`src/rtl/crm_pkg.sv`:
```
// package for the checked register map
// request and status codes, descriptor layout; no dependencies
package crm_pkg;
  localparam int ADDR_BITS_DEF  = 10;
  localparam int MAX_FIELDS_DEF = 8;

  localparam logic [1:0] REQ_DEFINE = 2'd0;
  localparam logic [1:0] REQ_READ   = 2'd1;
  localparam logic [1:0] REQ_WRITE  = 2'd2;
  localparam logic [1:0] REQ_NONE   = 2'd3;

  localparam logic [2:0] ST_OK      = 3'd0;
  localparam logic [2:0] ST_NOREG   = 3'd1;
  localparam logic [2:0] ST_BELOW   = 3'd2;
  localparam logic [2:0] ST_ABOVE   = 3'd3;
  localparam logic [2:0] ST_FULL    = 3'd4;
  localparam logic [2:0] ST_SKIP    = 3'd5;

  // descriptor: shape[11:0], low bound[45:12], high bound[79:46]
  localparam int DESC_W = 80;

  typedef struct packed {
    logic        sgn;
    logic [5:0]  len;
    logic [4:0]  start;
  } shape_t;

  typedef struct packed {
    logic [2:0]  status;
    logic [2:0]  bad_field;
    logic [32:0] bad_value;
  } chk_t;
endpackage

```
`src/rtl/crm_check.sv`:
```
// one field check: extract, sign extend, compare with bounds
// uses crm_pkg
module crm_check (
  input  logic [31:0]        word,
  input  logic [crm_pkg::DESC_W-1:0] desc,
  output logic               fail_lo,
  output logic               fail_hi,
  output logic [32:0]        value
);
  import crm_pkg::*;
  shape_t sh;
  logic [5:0] len;
  logic [31:0] mask, raw;
  logic [33:0] lo, hi;
  logic sbit;
  always_comb begin
    sh = desc[11:0];
    lo = desc[45:12];
    hi = desc[79:46];
    len = sh.len;
    mask = (len >= 6'd32) ? 32'hffff_ffff : ((32'd1 << len[4:0]) - 32'd1);
    raw = (word >> sh.start) & mask;
    sbit = sh.sgn && raw[(len >= 6'd32) ? 5'd31 : 5'(len - 6'd1)];
    value = {1'b0, raw} | (sbit ? ~{1'b0, mask} : 33'd0);
    fail_lo = lo[33] && ($signed(value) < $signed(lo[32:0]));
    fail_hi = hi[33] && ($signed(value) > $signed(hi[32:0]));
  end
endmodule

```
`config.mk`:
```
export PLATFORM = sky130hd
export DESIGN_NAME = crm_check
export DESIGN_NICKNAME = d
export VERILOG_FILES = /design/src/rtl/crm_pkg.sv /design/src/rtl/crm_check.sv
export SDC_FILE = /design/constraint.sdc
export NUM_CORES = 1
export LEC_CHECK = 0
export BUFFER_PORTS_ARGS = -buffer_cell sky130_fd_sc_hd__clkbuf_2
export CORE_AREA = 4 4 154 97
export DETAILED_ROUTE_END_ITERATION = 10
export DIE_AREA = 0 0 158 101
export PLACE_DENSITY = 0.71
export SYNTH_ARGS = -nofsm -noshare
export SYNTH_HDL_FRONTEND = slang
export SYNTH_SLANG_ARGS = --single-unit
export TNS_END_PERCENT = 1
```
`constraint.sdc`:
```
create_clock -name vclk -period 9.9
set_input_delay 1.485 -clock vclk [all_inputs]
set_output_delay 1.485 -clock vclk [all_outputs]
set_load 0.005 [all_outputs]
```
==> qor.txt <==
status - finished clean
Critical Path End - fail_lo
vias post-DR - 7,675
fillers - 1,324
Area growth, synth to finish - 14.6%
min setup slack post-route - 0.417 ns
Remaining DRCs - 0
Seq/Total Area, Yosys - 0
total area of sequential cells - 0 um2
initial antenna violation count - 0
Least-Margin Pin Slew - 0.895 ns
worst-path maximum fanout - 22
Post-DRT Antenna Nets - 0
arrival time worst endpoint - 8.00 ns
clkbuf count - 0
CP endpoint kind - output port
drt first-iter violations - 1,078
cell count after synthesis - 866
Slew Limit Headroom - 0.398
Ys Warns - 0
share of cells above drive strength 1 - 0.263
FMAX - 105 MHz
final worst-path cycle share - 0.958
Peak VDD IR - 0.0303 mV
most frequent CP cell - a21oi_1
Die H - 101 um
vias in the first global route - 7,026
first-pass GRT wire length - 40.0 mm
Final nets - 1,173
Worst path max stage delay - 0.83 ns
PwrDens - 62.7 nW/um2
Synthesized Nets - 1,049
Max-Cap Viols - 0
routed vias/inst - 6.60
Critical Path RT - 8.42 ns
hold_ws - 3.29 ns
Slowest cell on crit path - a2111oi_1
critical path launch point - desc[5]
Mean Syn Cell Area - 7.32 um2
critical setup path kind - input port to output port
leakage - 3.59 nW
largest net degree at the start of global routing - 40
die footprint - 16,000 um2
setup TNS - 0 ns
sequential cells - 0
Site Rows - 33
DP Wirelength - 21.8 mm
port buffer count - 147
commonest non-fill, non-tap cells in the layout - clkbuf_2, inv_1, ha_1, nor2_1, nand2_1
n_diodes - 0
classification of the worst-slack hold path - input port to output port
RSZ-0062 raised after global routing - false
Slew Viols, Final - 0
IO Pins - 147
Initial DRT Pass Iterations - 8
core region area - 13,400 um2
Post-CTS Hold Fix Bufs - 0
die width - 158 um
final wirelength - 26.4 mm
Initial Util - 0.472
Hold Violations, Final - 0
GPL Wtd Cong - 1.06
total grt overflow - 0
Startpoint Class - input port
post-place setup slack - 0.453 ns
Post-Syn Area - 6340 um2
commonest non-fill, non-tap cell in the layout - clkbuf_2
final count of negative-setup-slack endpoints - 0
DR WL/cell - 22.7 um
Distinct cells, synth - 89
total track usage - 0.315
Final min period - 9.48 ns
==> where the power goes <==
part	leakage [nW]	internal, mW	total [mW]	switching [mW]
sequential	0	0	0	0
clock	0	0	0	0
combinational	3.59	0.184	0.455	0.271
==> how the worst min path moves through the flow <==
stage / start / endpoint / depth (start not counted)
after CTS: desc[79] / fail_hi / 4
after detailed placement: desc[79] / fail_hi / 4
after global routing: desc[79] / fail_hi / 4
after global placement: desc[79] / fail_hi / 4
after floorplan: desc[79] / fail_hi / 2
final: desc[79] / fail_hi / 4
==> final cells by class <==
type	instances	area, um2	share of cell area
Tap cell	175	219	0.0301
Multi-Input combinational cell	725	5720	0.787
Timing Repair Buffer	185	1030	0.142
Inverter	78	293	0.0403
==> cells in the mapped netlist (5+ instances only) <==
cell type | number | area, um2
o21ai_1 | 7 | 35.0
nand2_1 | 58 | 218
nand2b_1 | 14 | 87.6
ha_1 | 71 | 888
nand3b_1 | 6 | 45.0
a221oi_1 | 5 | 43.8
nor2b_1 | 21 | 131
mux4_2 | 28 | 631
and3_1 | 5 | 31.3
o21ai_0 | 31 | 155
a21o_1 | 32 | 240
a2111oi_0 | 5 | 43.8
nor3_1 | 24 | 120
o32ai_1 | 6 | 52.6
a211oi_1 | 9 | 67.6
nand3_1 | 23 | 115
o211ai_1 | 9 | 67.6
o221ai_1 | 8 | 70.1
mux2i_1 | 54 | 541
a31oi_1 | 10 | 62.6
nand4_1 | 17 | 106
and2_1 | 6 | 37.5
mux2_2 | 18 | 203
a211o_1 | 5 | 43.8
inv_1 | 77 | 289
buf_2 | 25 | 125
o22ai_1 | 12 | 75.1
clkbuf_1 | 27 | 101
a22o_1 | 5 | 43.8
nor2_1 | 65 | 244
a21oi_1 | 50 | 250
xnor2_1 | 7 | 61.3
o2111ai_1 | 5 | 43.8
or2_2 | 7 | 43.8
or3_1 | 6 | 37.5
==> metal layers <==
metal | vias to the layer above | global-route usage | part of all wire
met5 | - | 0 | 0.0013
met4 | 2 | 0.0295 | 0.012
met1 | 3500 | 0.496 | 0.45
met3 | 33 | 0.121 | 0.17
met2 | 588 | 0.407 | 0.37
li1 | 3552 | - | -
==> through the flow <==
stage / util / total power, mW / area [um2] / cells
after global routing: 0.541 / 0.488 / 7260 / 1163
final: 0.541 / 0.455 / 7260 / 1163
after CTS: 0.541 / 0.437 / 7260 / 1163
after global placement: 0.541 / 0.439 / 7260 / 1163
after floorplan: - / 0.284 / 6340 / 866
after detailed placement: 0.541 / 0.434 / 7260 / 1163
==> timing repair <==
action,4_1_cts,5_1_grt
setup buffers,0,0
setup endpoints to repair,0,2
resized for setup,0,1
==> cells by family (layout without fill, tap and decap cells) <==
logic type	Yosys count	after routing	share of synthesized area
AO/OA/AOI/OAI	260	260	0.295
adder cells (fa/ha/maj)	72	72	0.142
XOR/XNOR	11	11	0.0152
multiplexers	100	100	0.217
buffers and inverters	141	263	0.0979
AND/OR/NAND/NOR	282	282	0.234
==> critical path: cells and delay by family <==
| family | cells | cell delay [ns] |
|---|---|---|
| AOI/OAI and AO/OA | 12 | 3.35 |
| and+or+nand+nor | 6 | 1.43 |
| buffers and inverters | 5 | 1.15 |
| adders and majority gates | 2 | 0.56 |
No activity file was read; power rests on OpenSTA's default activity.
